$ cat config.mk
export PLATFORM = sky130hd
export DESIGN_NAME = rmq_sqrt
export DESIGN_NICKNAME = d
export VERILOG_FILES = /design/src/rtl/core/rmq_pkg.sv /design/src/rtl/core/rmq_sqrt.sv
export SDC_FILE = /design/constraint.sdc
export NUM_CORES = 1
export LEC_CHECK = 0
export BUFFER_PORTS_ARGS = -buffer_cell sky130_fd_sc_hd__buf_2
export CORE_MARGIN = 8
export CORE_UTILIZATION = 35
export CTS_CLUSTER_SIZE = 14
export DETAILED_ROUTE_END_ITERATION = 12
export GPL_ROUTABILITY_DRIVEN = 0
export MAX_ROUTING_LAYER = met4
export SYNTH_ARGS = -nofsm -noshare
export SYNTH_HDL_FRONTEND = slang
export SYNTH_SLANG_ARGS = --single-unit
$ cat constraint.sdc
create_clock -name i_clk -period 35.4 [get_ports i_clk]
set_input_delay 0 -clock i_clk [delete_from_list [all_inputs] [get_ports i_clk]]
set_output_delay 0 -clock i_clk [all_outputs]
set_load 0.005 [all_outputs]
$ cat src/rtl/core/rmq_pkg.sv
package rmq_pkg;

    // Element width and fixed-point format (Q1.FRAC).
    localparam int DATA_WIDTH = 16;
    localparam int FRAC       = DATA_WIDTH - 2;
    // Width of the trace and of the root argument before clamping.
    localparam int SUM_W      = DATA_WIDTH + 2;
    // Width of a sum or difference of two elements.
    localparam int DIFF_W     = DATA_WIDTH + 1;
    // Width of the square-root and divider remainders.
    localparam int REM_W      = 2 * DATA_WIDTH + 1;
    // Register stages in one divider.
    localparam int DIV_LAT    = DATA_WIDTH + 3;

    // Which quaternion component the square root produces directly.
    typedef enum logic [1:0] {
        BR_TRACE,
        BR_X,
        BR_Y,
        BR_Z
    } t_branch;

    // Control and operands that travel beside the square root.
    typedef struct packed {
        logic                     valid;
        t_branch                  own;
        logic signed [DIFF_W-1:0] d0;
        logic signed [DIFF_W-1:0] d1;
        logic signed [DIFF_W-1:0] d2;
    } t_side;

    // Control that travels beside the dividers.
    typedef struct packed {
        logic                  valid;
        t_branch               own;
        logic [DATA_WIDTH-1:0] own_val;
        logic                  deg;
    } t_tag;

    // One finished result.
    typedef struct packed {
        logic                         deg;
        logic signed [DATA_WIDTH-1:0] w;
        logic signed [DATA_WIDTH-1:0] x;
        logic signed [DATA_WIDTH-1:0] y;
        logic signed [DATA_WIDTH-1:0] z;
    } t_result;

endpackage

$ cat src/rtl/core/rmq_sqrt.sv
module rmq_sqrt (
    input  logic                              i_clk,
    input  logic                              i_rst_n,
    input  logic                              i_en,
    input  logic [rmq_pkg::DATA_WIDTH-1:0]    i_arg,
    input  rmq_pkg::t_side                    i_side,
    output logic [rmq_pkg::DATA_WIDTH-1:0]    o_root,
    output rmq_pkg::t_side                    o_side
);
    import rmq_pkg::*;

    // One result bit per stage, most significant first.
    logic [REM_W-1:0]      r_rem  [DATA_WIDTH-1];
    logic [DATA_WIDTH-1:0] r_root [DATA_WIDTH];
    t_side                 r_side [DATA_WIDTH];

    for (genvar j = 0; j < DATA_WIDTH; j++) begin : g_stage
        localparam int BIT = DATA_WIDTH - 1 - j;

        logic [REM_W-1:0]      rem_in;
        logic [DATA_WIDTH-1:0] root_in;
        t_side                 side_in;
        logic [REM_W-1:0]      trial;
        logic                  fits;

        if (j == 0) begin : g_first
            // The argument is scaled by 2^(FRAC+2) so the root is 2*sqrt(arg).
            assign rem_in  = REM_W'(i_arg) << (FRAC + 2);
            assign root_in = '0;
            assign side_in = i_side;
        end else begin : g_next
            assign rem_in  = r_rem[j-1];
            assign root_in = r_root[j-1];
            assign side_in = r_side[j-1];
        end

        // Setting this bit adds root*2^(BIT+1) + 2^(2*BIT) to the square.
        assign trial = (REM_W'(root_in) << (BIT + 1)) | (REM_W'(1) << (2 * BIT));
        assign fits  = (rem_in >= trial);

        always_ff @(posedge i_clk) begin
            if (i_en) begin
                r_root[j] <= fits ? (root_in | (DATA_WIDTH'(1) << BIT)) : root_in;
            end
        end

        if (j < DATA_WIDTH - 1) begin : g_rem
            always_ff @(posedge i_clk) begin
                if (i_en) begin
                    r_rem[j] <= fits ? (rem_in - trial) : rem_in;
                end
            end
        end

        always_ff @(posedge i_clk) begin
            if (!i_rst_n) begin
                r_side[j].valid <= 1'b0;
            end else if (i_en) begin
                r_side[j] <= side_in;
            end
        end
    end

    assign o_root = r_root[DATA_WIDTH-1];
    assign o_side = r_side[DATA_WIDTH-1];

endmodule

Yosys cells after proc, flatten, opt, wreduce, memory -nomap -nowiden
Memories as Yosys holds them, arrays and structs flattened.
Index checks and enable logic that the tools add are counted.
W data, S select, Z words.
- bitwise operators: 16
- $lt $le $gt $ge: 16
- add/subtract/negate cells: 15
- mux-type cells: 52
- operators by type and width (operator ; count):
    $mux W33 ; 15
    $ge A33 B17 Y1 ; 1
    $ge A33 B18 Y1 ; 1
    $ge A33 B19 Y1 ; 1
    $ge A33 B20 Y1 ; 1
    $ge A33 B21 Y1 ; 1
    $ge A33 B22 Y1 ; 1
    $ge A33 B23 Y1 ; 1
    $ge A33 B24 Y1 ; 1
    $ge A33 B25 Y1 ; 1
    $ge A33 B26 Y1 ; 1
    $ge A33 B27 Y1 ; 1
    $ge A33 B28 Y1 ; 1
    $ge A33 B29 Y1 ; 1
    $ge A33 B30 Y1 ; 1
    $ge A33 B31 Y1 ; 1
    $sub A32 B31 Y33 const B ; 1
    $sub A33 B18 Y33 ; 1
    $sub A33 B19 Y33 ; 1
    $sub A33 B20 Y33 ; 1
    $sub A33 B21 Y33 ; 1
    $sub A33 B22 Y33 ; 1
    $sub A33 B23 Y33 ; 1
    $sub A33 B24 Y33 ; 1
    other kinds (25) ; 61
- output and inout port bits: 70
- register bits after elaboration: 0
- memories kept: 3
- memory bits (writable): 1615
- input bits: 73
- memory list (name ; words ; bits a word ; rd ports ; clocked after Yosys merged registers in ; wr ports ; RTL line ; RTL):
    r_side ; 16 ; 54 ; 16 ; 0 ; 16 ; rmq_sqrt.sv:15 ; t_side r_side [DATA_WIDTH];
    r_rem ; 15 ; 33 ; 15 ; 0 ; 15 ; rmq_sqrt.sv:13 ; logic [REM_W-1:0] r_rem [DATA_WIDTH-1];
    r_root ; 16 ; 16 ; 16 ; 0 ; 16 ; rmq_sqrt.sv:14 ; logic [DATA_WIDTH-1:0] r_root [DATA_WIDTH];

Depth between registers and ports, before layout
- word-level depth: 4
- gate-level depth with buffers: 11
- mapped depth without buffers: 11

Worst setup path after synthesis
No wires, ideal clock.
- path kind: input port to flip-flop
- from: in i_rst_n
- to: mem r_side[0][0] (netlist name), enable pin
- cell stages on the path: 2
- buffers on the path: 1
- library setup time: 1.330 ns
- path slack: 14.716 ns
- arrival: 19.353 ns
- required time: 34.070 ns
- cell sequence: clkbuf_1 and2_1
- RTL lines (item ; RTL line ; RTL):
    from (decl) ; rmq_sqrt.sv:3 ; input logic i_rst_n,
    to (decl) ; rmq_sqrt.sv:15 ;

==> metrics.cfg <==
[timing]
finalHoldViolations = 0
timing.hold.ws_ps = 308.0
max_slew.worst_pin.slew_ps = 1238
period_share = 0.1443
final-setup-viol-count = 0
postLayoutSetupSlackWorst_ps = 30290
setup_total_negative_slack_ps = 0
timing.max_slew.rel_slack = 0.1534
fmaxAchievable_ghz = 0.1958
report.final.slew_viol_count = 0
min_period_ps = 5108
grt_setup_unrepaired = no
final.setup_skew_ps = 33.34

[layout]
sequential_cell_area_um2 = 39150
fillers = 12330
nNetsFinal = 3399
multi_input_comb_area_um2 = 8850
area_delta_synth_final_pct = 18.47
layoutNonFillerInstCount = 5106
num_antenna_cells = 0
drive_gt1_frac = 0.1243
layout_common_cells = edfxtp_1, inv_1, dlygate4sd3_1
final_common_cell = edfxtp_1

[clock_network]
cts.clk_slew.worst_paths_ps = 60
total_cts_buffers = 141
setup_fix_buffers_added_after_clock_tree_synthesis = 0
cts_tree = yes
cts_sinks = 1304
clk_path_buf_depth = 3
insertion_delay_ps = 760
cts.root.buffer_cell = clkbuf_16
htree_levels = 4

[routing]
drt_wl_total_um = 68600
detailedRoute.firstIterationViolations = 1266
drt_pass1_iterations = 4
routed_wire_length_per_instance_um = 13.43
final_ant_viol_nets = 0
remaining_drc_errors = 0
routed_via_density = 4.469
routed-via-count = 22820

[placed_design]
numPlacedInstances = 4706
dp_hpwl_um = 41540
place.port_buffers = 142
preCtsSetupSlack_ps = 29890

[yosys]
warnings_synthesis = 0
synth_area_um2 = 48750
syn_area_per_cell_um2 = 17.64
postSynthCellCount = 2764
synthDistinctLibCells = 76
synthArstFlopShare = 0
yosys_register_bits = 1304
part_of_the_yosys_area_used_for_sequential_elements = 0.8030
ys.flop_type = edfxtp_1
number_of_flops_mapped_to_enable_cells_by_yosys = 1303
postSynthNetCount = 2977

[setup_path]
timing.setup.critical_path_class = in2reg
critical_path_required_time_ps = 35790
worst_setup_path_start_kind = input port
cp_data_arrival_time_ps = 5490
critPathMaxFanout = 134
timing.critical_path.to_type = flip-flop

[run_status]
outcome = finished, final reports clean

[power]
powerDensity_nw_per_um2 = 61.23
total_leakage_power_nw = 20.36
irDropWorstVdd_v = 0.00004550
post-layout-total-power_mw = 3.537

[min_path]
worst_hold_path_type = in2reg

[run]
maxCapViolCount = 0

[die]
effective_utilization_at_floorplan = 0.3511
die_width_um = 389.2
fp.coreArea_um2 = 138800
die_h_um = 389.2
fp-row-count = 137
dieArea_um2 = 151500
floorplan.io_pins = 143

[global_routing]
grt_antenna_before_repair = 0
grt_overflow_total = 0
wire_length_of_the_first_global_routing_pass_um = 113700
first_global_vias = 23370
globalRouteTotalUtil = 0.09300
maximum_number_of_pins_on_one_net_before_global_route_repair = 135

==> critical path, cell delays in order <==
cell and delay, ps:
dlygate4sd3_1 560, buf_8 610, and2_4 800, buf_4 810
buf_4 860, buf_4 850, buf_4 710
==> power breakdown <==
group / switching [mW] / leakage [nW] / internal, mW
registers: 0.0499 / 12.2 / 1.82
clock network: 0.590 / 2.18 / 0.816
logic: 0.145 / 5.94 / 0.112
==> cell usage after synthesis, drive strengths merged, types with 17 or more instances <==
library cell / n / area (um^2)
a211oi: 24 / 180.2
a21o: 34 / 255.2
a21oi: 106 / 530.5
and3: 28 / 180.2
clkbuf: 21 / 78.83
edfxtp: 1303 / 39130
ha: 133 / 1664
inv: 165 / 619.3
mux2: 19 / 214.0
nand2: 128 / 485.5
nand2b: 17 / 106.4
nand3: 27 / 135.1
nor2: 136 / 510.5
nor2b: 22 / 137.6
nor3: 61 / 310.3
nor4: 30 / 193.9
o21a: 24 / 180.2
o21ai: 101 / 539.3
or3: 20 / 130.1
xnor2: 72 / 630.6
xor2: 106 / 928.4
==> layer usage <==
layer  vias up  routed length [um]  track usage
li1      11410                   -            -
met1     10890               29420       0.1050
met2       356               33930       0.1552
met3       169                3018      0.02692
met4         0                2227      0.03868
met5         -                   0            -
==> worst paths after layout <==
| check | slack (ps) | to | from | cells after the start |
|---|---|---|---|---|
| hold / removal | 310 | r_side[0][107]$_DFFE_PP_ | i_rst_n | 3 |
| setup reg to reg | 31780 | r_rem[5][65]$_DFFE_PP_ | r_rem[5][10]$_SDFFCE_PP0P_ | 10 |
| setup / recovery | 30290 | r_side[0][82]$_DFFE_PP_ | i_en | 7 |
| hold reg to reg | 400 | r_side[4][29]$_DFFE_PP_ | r_side[3][83]$_DFFE_PP_ | 0 |
==> sequential cells by signal, summed over array words and instances, names as in the netlist <==
signal  count
r_rem     304
r_root    136
r_side    864
==> logic make-up (layout without fill, tap and decap cells) <==
| logic type | after synthesis | count (layout) | share of synthesized area |
|---|---|---|---|
| muxes | 29 | 29 | 0.006442 |
| buffers and inverters | 193 | 728 | 0.01573 |
| AOI/OAI and AO/OA | 371 | 371 | 0.04825 |
| xor gates and xnor gates | 178 | 178 | 0.03198 |
| and+or+nand+nor | 548 | 548 | 0.05756 |
| other | 1 | 1 | 0.00007692 |
| adders and majority gates | 140 | 140 | 0.03701 |
| DFF | 1304 | 1304 | 0.8030 |
==> layout make-up <==
type / count / area share
Clock inverter: 83 / 0.01549
Multi-Input combinational cell: 1267 / 0.1532
Timing Repair Buffer: 306 / 0.04003
Inverter: 166 / 0.01079
Sequential cell: 1304 / 0.6778
Tap cell: 1807 / 0.03914
Clock buffer: 173 / 0.06354
==> repair_timing <==
action | in CTS | in global routing
hold buffers | 144 | 0
endpoints found under the hold margin | 201 | 0
resized for setup | 0 | 0
==> per-stage QoR <==
stage	util	cell area [um^2]
CTS	0.4160	57760
global placement	0.3727	51750
floorplan	-	48750
finish	0.4160	57760
global route	0.4160	57760
detailed placement	0.3727	51750
Power figures use the tool's default switching activity.
