### config.mk
export PLATFORM = sky130hd
export DESIGN_NAME = rmq_pre
export DESIGN_NICKNAME = d
export VERILOG_FILES = /design/src/rtl/core/rmq_pkg.sv /design/src/rtl/core/rmq_pre.sv
export SDC_FILE = /design/constraint.sdc
export NUM_CORES = 1
export LEC_CHECK = 0
export ABC_AREA = 1
export BUFFER_PORTS_ARGS = -buffer_cell sky130_fd_sc_hd__buf_2
export CORE_ASPECT_RATIO = 1.5
export CORE_MARGIN = 2
export CORE_UTILIZATION = 60
export CTS_CLUSTER_SIZE = 40
export DETAILED_ROUTE_END_ITERATION = 16
export PLACE_DENSITY_LB_ADDON = 0.08
export SLEW_MARGIN = 5
export SYNTH_ARGS = -nofsm -noshare
export SYNTH_HDL_FRONTEND = slang
export SYNTH_SLANG_ARGS = --single-unit
### constraint.sdc
create_clock -name i_clk -period 10.4 [get_ports i_clk]
set_input_delay 1.04 -clock i_clk [delete_from_list [all_inputs] [get_ports i_clk]]
set_output_delay 1.04 -clock i_clk [all_outputs]
set_load 0.05 [all_outputs]
### src/rtl/core/rmq_pkg.sv
package rmq_pkg;

    // Element width and fixed-point format (Q1.FRAC).
    localparam int DATA_WIDTH = 16;
    localparam int FRAC       = DATA_WIDTH - 2;
    // Width of the trace and of the root argument before clamping.
    localparam int SUM_W      = DATA_WIDTH + 2;
    // Width of a sum or difference of two elements.
    localparam int DIFF_W     = DATA_WIDTH + 1;
    // Width of the square-root and divider remainders.
    localparam int REM_W      = 2 * DATA_WIDTH + 1;
    // Register stages in one divider.
    localparam int DIV_LAT    = DATA_WIDTH + 3;

    // Which quaternion component the square root produces directly.
    typedef enum logic [1:0] {
        BR_TRACE,
        BR_X,
        BR_Y,
        BR_Z
    } t_branch;

    // Control and operands that travel beside the square root.
    typedef struct packed {
        logic                     valid;
        t_branch                  own;
        logic signed [DIFF_W-1:0] d0;
        logic signed [DIFF_W-1:0] d1;
        logic signed [DIFF_W-1:0] d2;
    } t_side;

    // Control that travels beside the dividers.
    typedef struct packed {
        logic                  valid;
        t_branch               own;
        logic [DATA_WIDTH-1:0] own_val;
        logic                  deg;
    } t_tag;

    // One finished result.
    typedef struct packed {
        logic                         deg;
        logic signed [DATA_WIDTH-1:0] w;
        logic signed [DATA_WIDTH-1:0] x;
        logic signed [DATA_WIDTH-1:0] y;
        logic signed [DATA_WIDTH-1:0] z;
    } t_result;

endpackage

### src/rtl/core/rmq_pre.sv
module rmq_pre (
    input  logic                                   i_clk,
    input  logic                                   i_rst_n,
    input  logic                                   i_en,
    input  logic                                   i_valid,
    input  logic signed [rmq_pkg::DATA_WIDTH-1:0]  i_m00,
    input  logic signed [rmq_pkg::DATA_WIDTH-1:0]  i_m01,
    input  logic signed [rmq_pkg::DATA_WIDTH-1:0]  i_m02,
    input  logic signed [rmq_pkg::DATA_WIDTH-1:0]  i_m10,
    input  logic signed [rmq_pkg::DATA_WIDTH-1:0]  i_m11,
    input  logic signed [rmq_pkg::DATA_WIDTH-1:0]  i_m12,
    input  logic signed [rmq_pkg::DATA_WIDTH-1:0]  i_m20,
    input  logic signed [rmq_pkg::DATA_WIDTH-1:0]  i_m21,
    input  logic signed [rmq_pkg::DATA_WIDTH-1:0]  i_m22,
    output logic        [rmq_pkg::DATA_WIDTH-1:0]  o_arg,
    output rmq_pkg::t_side                         o_side
);
    import rmq_pkg::*;

    localparam logic signed [SUM_W-1:0] ONE_S = SUM_W'(1) << FRAC;

    logic signed [SUM_W-1:0]  e00, e11, e22;
    logic signed [SUM_W-1:0]  trace;
    logic signed [SUM_W-1:0]  arg_raw;
    logic [DATA_WIDTH-1:0]    n_arg;
    t_side                    n_side;
    logic [DATA_WIDTH-1:0]    r_arg;
    t_side                    r_side;

    // The diagonal is widened so the trace and the root argument are exact.
    assign e00   = SUM_W'(i_m00);
    assign e11   = SUM_W'(i_m11);
    assign e22   = SUM_W'(i_m22);
    assign trace = e00 + e11 + e22;

    // Branch choice, root argument and the three off-diagonal terms.
    always_comb begin
        n_side.valid = i_valid;
        if (trace > 0) begin
            n_side.own = BR_TRACE;
            arg_raw    = trace + ONE_S;
            n_side.d0  = DIFF_W'(i_m21) - DIFF_W'(i_m12);
            n_side.d1  = DIFF_W'(i_m02) - DIFF_W'(i_m20);
            n_side.d2  = DIFF_W'(i_m10) - DIFF_W'(i_m01);
        end else if ((e00 > e11) && (e00 > e22)) begin
            n_side.own = BR_X;
            arg_raw    = ONE_S + e00 - e11 - e22;
            n_side.d0  = DIFF_W'(i_m21) - DIFF_W'(i_m12);
            n_side.d1  = DIFF_W'(i_m01) + DIFF_W'(i_m10);
            n_side.d2  = DIFF_W'(i_m02) + DIFF_W'(i_m20);
        end else if (e11 > e22) begin
            n_side.own = BR_Y;
            arg_raw    = ONE_S + e11 - e00 - e22;
            n_side.d0  = DIFF_W'(i_m02) - DIFF_W'(i_m20);
            n_side.d1  = DIFF_W'(i_m01) + DIFF_W'(i_m10);
            n_side.d2  = DIFF_W'(i_m12) + DIFF_W'(i_m21);
        end else begin
            n_side.own = BR_Z;
            arg_raw    = ONE_S + e22 - e00 - e11;
            n_side.d0  = DIFF_W'(i_m10) - DIFF_W'(i_m01);
            n_side.d1  = DIFF_W'(i_m02) + DIFF_W'(i_m20);
            n_side.d2  = DIFF_W'(i_m12) + DIFF_W'(i_m21);
        end
    end

    // Clamp the argument to the range zero to just under four.
    always_comb begin
        if (arg_raw[SUM_W-1]) begin
            n_arg = '0;
        end else if (|arg_raw[SUM_W-2:DATA_WIDTH]) begin
            n_arg = '1;
        end else begin
            n_arg = arg_raw[DATA_WIDTH-1:0];
        end
    end

    always_ff @(posedge i_clk) begin
        if (i_en) begin
            r_arg <= n_arg;
        end
    end

    always_ff @(posedge i_clk) begin
        if (!i_rst_n) begin
            r_side.valid <= 1'b0;
        end else if (i_en) begin
            r_side <= n_side;
        end
    end

    assign o_arg  = r_arg;
    assign o_side = r_side;

endmodule

== After elaboration in Yosys (flattened, before gate mapping) ==
Index checks and enable logic that the tools add are counted.
W data, S select, Z words.
Cells by class
  reduce and logical (&&, ||, !) cells: 3
  add/sub/neg operators: 18
  multiplexer cells: 7
  order comparisons: 4
Operators by type and width (number)
  $mux W52: 2
  $add A16 B16 Y17: 4
  $mux W18: 3
  $sub A17 B16 Y18: 3
  $sub A18 B16 Y18: 3
  $add A16 B16 Y17 const A: 3
  $mux W51: 1
  $sub A16 B16 Y17: 3
  $gt A16 B16 Y1: 3
  $add A17 B16 Y18: 1
  $add A18 B16 Y18 const B: 1
  $gt A18 B1 Y1 const B: 1
  $mux W16: 1
  $reduce_and A2 Y1: 1
  $reduce_or A2 Y1: 1
  $logic_and A1 B1 Y1: 1
Word-level totals
  register bits after elaboration: 70
  output and inout bits: 70
  logic and storage cells: 39

== Longest topological paths before layout ==
  depth in word-level cells: 7
  depth in mapped cells: 32

== Worst setup path before layout ==
No wires, ideal clock.
  path type: in2reg
  start point: input i_m00[8] (netlist name)
  end point: register r_side (netlist bit o_side[16]), data pin
  stages on the path: 29
  setup time: 0.259 ns
  arrival: 4.407 ns
  required time: 10.141 ns
  setup slack: 5.734 ns
  cell sequence: inv_1 -> fa_1 -> inv_1 -> ha_1 -> inv_1 -> o21ai_0 -> inv_1 -> nand2_1 -> nand2_1 -> nand3_1 -> nand2_1 -> nand2_1 -> xor2_1 -> ha_1 -> nand4_1 -> nor2_1 -> nand3_1 -> nor2_1 -> nand2_1 -> nor2_1 -> nand2_1 -> nor2_2 -> nand3_4 -> nand2_4 -> buf_6 -> inv_2 -> buf_6 -> nand2_1 -> nand3_1
RTL lines
  start, declared: line rmq_pre.sv:6  | input logic signed [rmq_pkg::DATA_WIDTH-1:0] i_m00,
  end signal, assigned: line rmq_pre.sv:87  | r_side <= n_side;
  end, declared: line rmq_pre.sv:28  | t_side r_side;

==> metrics.txt <==
# TYPE chip_impl_metric gauge
chip_impl_info{name="netlist.top_cell.by_area",value="ha_1"} 1
chip_impl_info{name="grt_busiest_layer",value="met2"} 1
chip_impl_metric{name="final-setup-viol-count",unit=""} 0
chip_impl_metric{name="yosysSeqAreaShare",unit="%"} 13.2
chip_impl_metric{name="ctsHoldBuffers",unit=""} 0
chip_impl_info{name="min-delay-path-class",value="reg -> reg"} 1
chip_impl_metric{name="port_buffers",unit=""} 217
chip_impl_metric{name="final.setup_skew",unit="ns"} 0
chip_impl_metric{name="postRouteWirelength",unit="mm"} 50.1
chip_impl_metric{name="layout_min_cycle_time",unit="ns"} 6.23
chip_impl_metric{name="final-hold-violation-count",unit=""} 0
chip_impl_metric{name="clk_pin_slew_worst_paths",unit="ns"} 0.06
chip_impl_metric{name="final_min_period_over_clock_period",unit="%"} 59.9
chip_impl_metric{name="cts_made_buffers",unit=""} 9
chip_impl_metric{name="maxClockFrequency",unit="MHz"} 161
chip_impl_metric{name="worstPathRequired",unit="ns"} 10.48
chip_impl_metric{name="synth_enable_flop_cells",unit=""} 69
chip_impl_metric{name="post-route-drc-count",unit=""} 0
chip_impl_metric{name="via_total_after_detailed_routing",unit=""} 15300
chip_impl_metric{name="clock_sinks",unit=""} 70
chip_impl_metric{name="syn_area",unit="sq um"} 15900
chip_impl_info{name="dominantRegCellSynth",value="edfxtp_1"} 1
chip_impl_info{name="crit_top_cell",value="nand2_1"} 1
chip_impl_metric{name="gp_congestion",unit=""} 1.03
chip_impl_metric{name="power_density",unit="nW/um^2"} 149
chip_impl_metric{name="ys_warn_count",unit=""} 0
chip_impl_metric{name="max-clock-path-buffers",unit=""} 2
chip_impl_metric{name="drt-pass1-iter-count",unit=""} 5
chip_impl_metric{name="cts_resized",unit=""} 0
chip_impl_metric{name="num_rows",unit=""} 73
chip_impl_metric{name="clk_latency",unit="ns"} 0.35
chip_impl_metric{name="io_pins",unit=""} 218
chip_impl_info{name="rsz0062_at_grt",value="no"} 1
chip_impl_metric{name="grt-ovfl-total",unit=""} 0
chip_impl_info{name="tritoncts_clock_tree",value="built"} 1
chip_impl_info{name="crit_path_end_kind",value="flop"} 1
chip_impl_metric{name="avgViaCountPerCell",unit=""} 5.50
chip_impl_metric{name="wire_length_of_the_first_global_routing_pass",unit="mm"} 77.2
chip_impl_metric{name="crit_fanout",unit=""} 77
chip_impl_metric{name="x_dimension_of_the_die",unit="um"} 137
chip_impl_metric{name="mappedNetlistNets",unit=""} 2785
chip_impl_metric{name="layout-area-overhead-vs-synth",unit="%"} 9.94
chip_impl_metric{name="async_flop_share",unit="%"} 0
chip_impl_metric{name="use_met3",unit="%"} 2.76
chip_impl_info{name="worst_path_cell_with_the_longest_stage_delay",value="nand2_4"} 1
chip_impl_metric{name="drive_above_1_share",unit="%"} 10.9
chip_impl_metric{name="wl_per_cell",unit="um"} 18.0
chip_impl_metric{name="cp.arrival",unit="ns"} 6.31
chip_impl_metric{name="final_net_count",unit=""} 2967
chip_impl_info{name="critPathKind",value="in -> reg"} 1
chip_impl_metric{name="antenna_left",unit=""} 0
chip_impl_metric{name="grt.met2_usage",unit="%"} 69.3
chip_impl_metric{name="fillers",unit=""} 2438
chip_impl_info{name="crit_path_start_kind",value="input pin"} 1
chip_impl_metric{name="netlist_instances",unit=""} 2269
chip_impl_info{name="ys_top_cells_by_area",value="ha_1, edfxtp_1, nand2_1, fa_1, inv_1"} 1
chip_impl_info{name="root_buffer",value="clkbuf_16"} 1
chip_impl_metric{name="first_iter_violations",unit=""} 778
chip_impl_metric{name="dieHeight",unit="um"} 203
chip_impl_metric{name="synth.avg_cell_area",unit="sq um"} 7.01
chip_impl_metric{name="post_synth_num_cell_types",unit=""} 50
chip_impl_metric{name="groute.layer.met1.usage",unit="%"} 33.4
chip_impl_metric{name="setup_tns_after_final_layout",unit="ns"} 0
chip_impl_metric{name="crit_path_largest_cell_delay",unit="ns"} 0.57
chip_impl_metric{name="postLayoutCellArea",unit="sq um"} 17500
chip_impl_metric{name="drv.max_cap_violation_count",unit=""} 0
chip_impl_metric{name="initial_antenna_violation_count",unit=""} 0
chip_impl_metric{name="p_leak",unit="nW"} 9.64
chip_impl_info{name="outcome",value="finished clean"} 1
chip_impl_metric{name="antenna-diode-count",unit=""} 0
chip_impl_metric{name="placed_cell_area",unit="sq um"} 17200
chip_impl_metric{name="initial_core_util",unit="%"} 60.5
chip_impl_metric{name="detailedPlacementHpwl",unit="mm"} 43.3
chip_impl_metric{name="final_core_utilization",unit="%"} 66.5
chip_impl_metric{name="area_of_the_die",unit="sq um"} 27900
chip_impl_metric{name="worst_slew_pin_slew",unit="ns"} 0.823
chip_impl_metric{name="track_usage",unit="%"} 36.0
chip_impl_metric{name="maximum_number_of_pins_on_one_net_before_global_route_repair",unit=""} 78
chip_impl_metric{name="cts.htree.levels",unit=""} 3
chip_impl_metric{name="postCtsSetupBuffers",unit=""} 0
chip_impl_metric{name="number_of_pins_exceeding_their_max_slew_limit_in_the_final_report",unit=""} 0
chip_impl_metric{name="slew-limit-headroom",unit="%"} 45.0
chip_impl_metric{name="yosys_register_bits",unit=""} 70
chip_impl_metric{name="vdd_drop_max",unit="mV"} 0.163
chip_impl_metric{name="core_area",unit="sq um"} 26300
chip_impl_metric{name="synth.top_cell.area_share",unit="%"} 22.7
chip_impl_metric{name="vias_in_the_first_global_route",unit=""} 15400
path summary, 6_finish.rpt:
kind                                  end               startpoint  cells past startpoint  slack [ns]
setup / recovery     o_side[35]$_DFFE_PP_                 i_m00[8]                     28        4.17
hold reg to reg   o_side[53]$_SDFFE_PN0P_  o_side[53]$_SDFFE_PN0P_                      2        0.55
setup reg to reg  o_side[53]$_SDFFE_PN0P_  o_side[53]$_SDFFE_PN0P_                      2        9.76
hold / removal    o_side[53]$_SDFFE_PN0P_  o_side[53]$_SDFFE_PN0P_                      2        0.55
synth_stat cells (2+ instances only):
master / count
a31oi_1: 20
nor4_1: 2
fa_1: 79
buf_4: 5
inv_1: 368
nand2_4: 2
o21ai_1: 6
mux2i_1: 3
nand3b_1: 10
edfxtp_1: 69
nor2_2: 3
o21ai_0: 108
nand4_1: 18
nand2_1: 542
clkbuf_1: 24
ha_1: 289
a21o_1: 8
nor2_1: 161
a21oi_1: 151
o21a_1: 3
buf_6: 4
and2_1: 3
a211oi_1: 4
o211ai_1: 14
inv_2: 3
a2111oi_0: 2
a21boi_0: 4
nand3_1: 140
or2_2: 6
nor3_1: 29
o31ai_1: 7
xnor2_1: 16
o21bai_1: 21
xor2_1: 104
buf_2: 17
nand2_2: 10
cell usage in the layout, fill, tap and decap left out, types with 18 or more instances in the layout:
cell type and instances:
fa_1 79, inv_1 367, buf_2 217, nand4_1 18, xor2_1 104, nor2_1 161
o21ai_0 108, a31oi_1 20, ha_1 289, o21bai_1 21, a21oi_1 151, edfxtp_1 69
nand3_1 139, nor3_1 29, nand2_1 542
power by group:
group	switching [mW]	internal, mW	leakage, nW
Combinational	1.29	0.562	8.85
Clock	0.118	0.185	0.136
Sequential	0.0228	0.418	0.656
Total	1.44	1.16	9.64
cell families after synthesis:
family                     Yosys count  share of synthesized area [%]
buffers and inverters              423                           10.4
and+or+nand+nor                    932                           24.6
muxes                                3                          0.189
DFF                                 70                           13.2
xor gates and xnor gates           120                           6.61
adders and majority gates          368                           32.7
AOI/OAI and AO/OA                  353                           12.4
flip-flops by register name, indices dropped and copies added, names as in the netlist:
name    cells
o_arg      16
o_side     54
per-stage QoR:
step	setup slack, ns	hold slack [ns]	cells	power (mW)
final	4.17	0.546	2793	2.60
after global routing	3.55	0.583	2793	2.80
after CTS	4.14	0.538	2793	2.58
after detailed placement	3.81	0.520	2777	2.27
after global placement	3.95	0.518	2777	2.25
after floorplan	5.73	0.753	2269	1.77
metal layers:
layer	wire length (um)	vias to the layer above
met5	0	-
met4	4840	0
met3	1860	197
met2	26500	518
met1	17000	7010
li1	-	7623
cell type report:
cell class | instances | area [sq um] | share of cell area (%)
Sequential cell | 70 | 2090 | 12.0
Multi-Input combinational cell | 1776 | 12200 | 69.5
Clock buffer | 10 | 229 | 1.31
Timing Repair Buffer | 222 | 1120 | 6.43
Clock inverter | 6 | 62.6 | 0.358
Inverter | 372 | 1400 | 7.99
Tap cell | 337 | 422 | 2.41
critical path: cells and delay by family:
family	cells	cell delay, ns
buf+inv	6	1.04
compound gates	2	0.43
fa+ha+maj	3	1.14
simple gates	16	2.31
xor+xnor	1	0.32
Note: power is estimated with default switching activity, not from simulation.
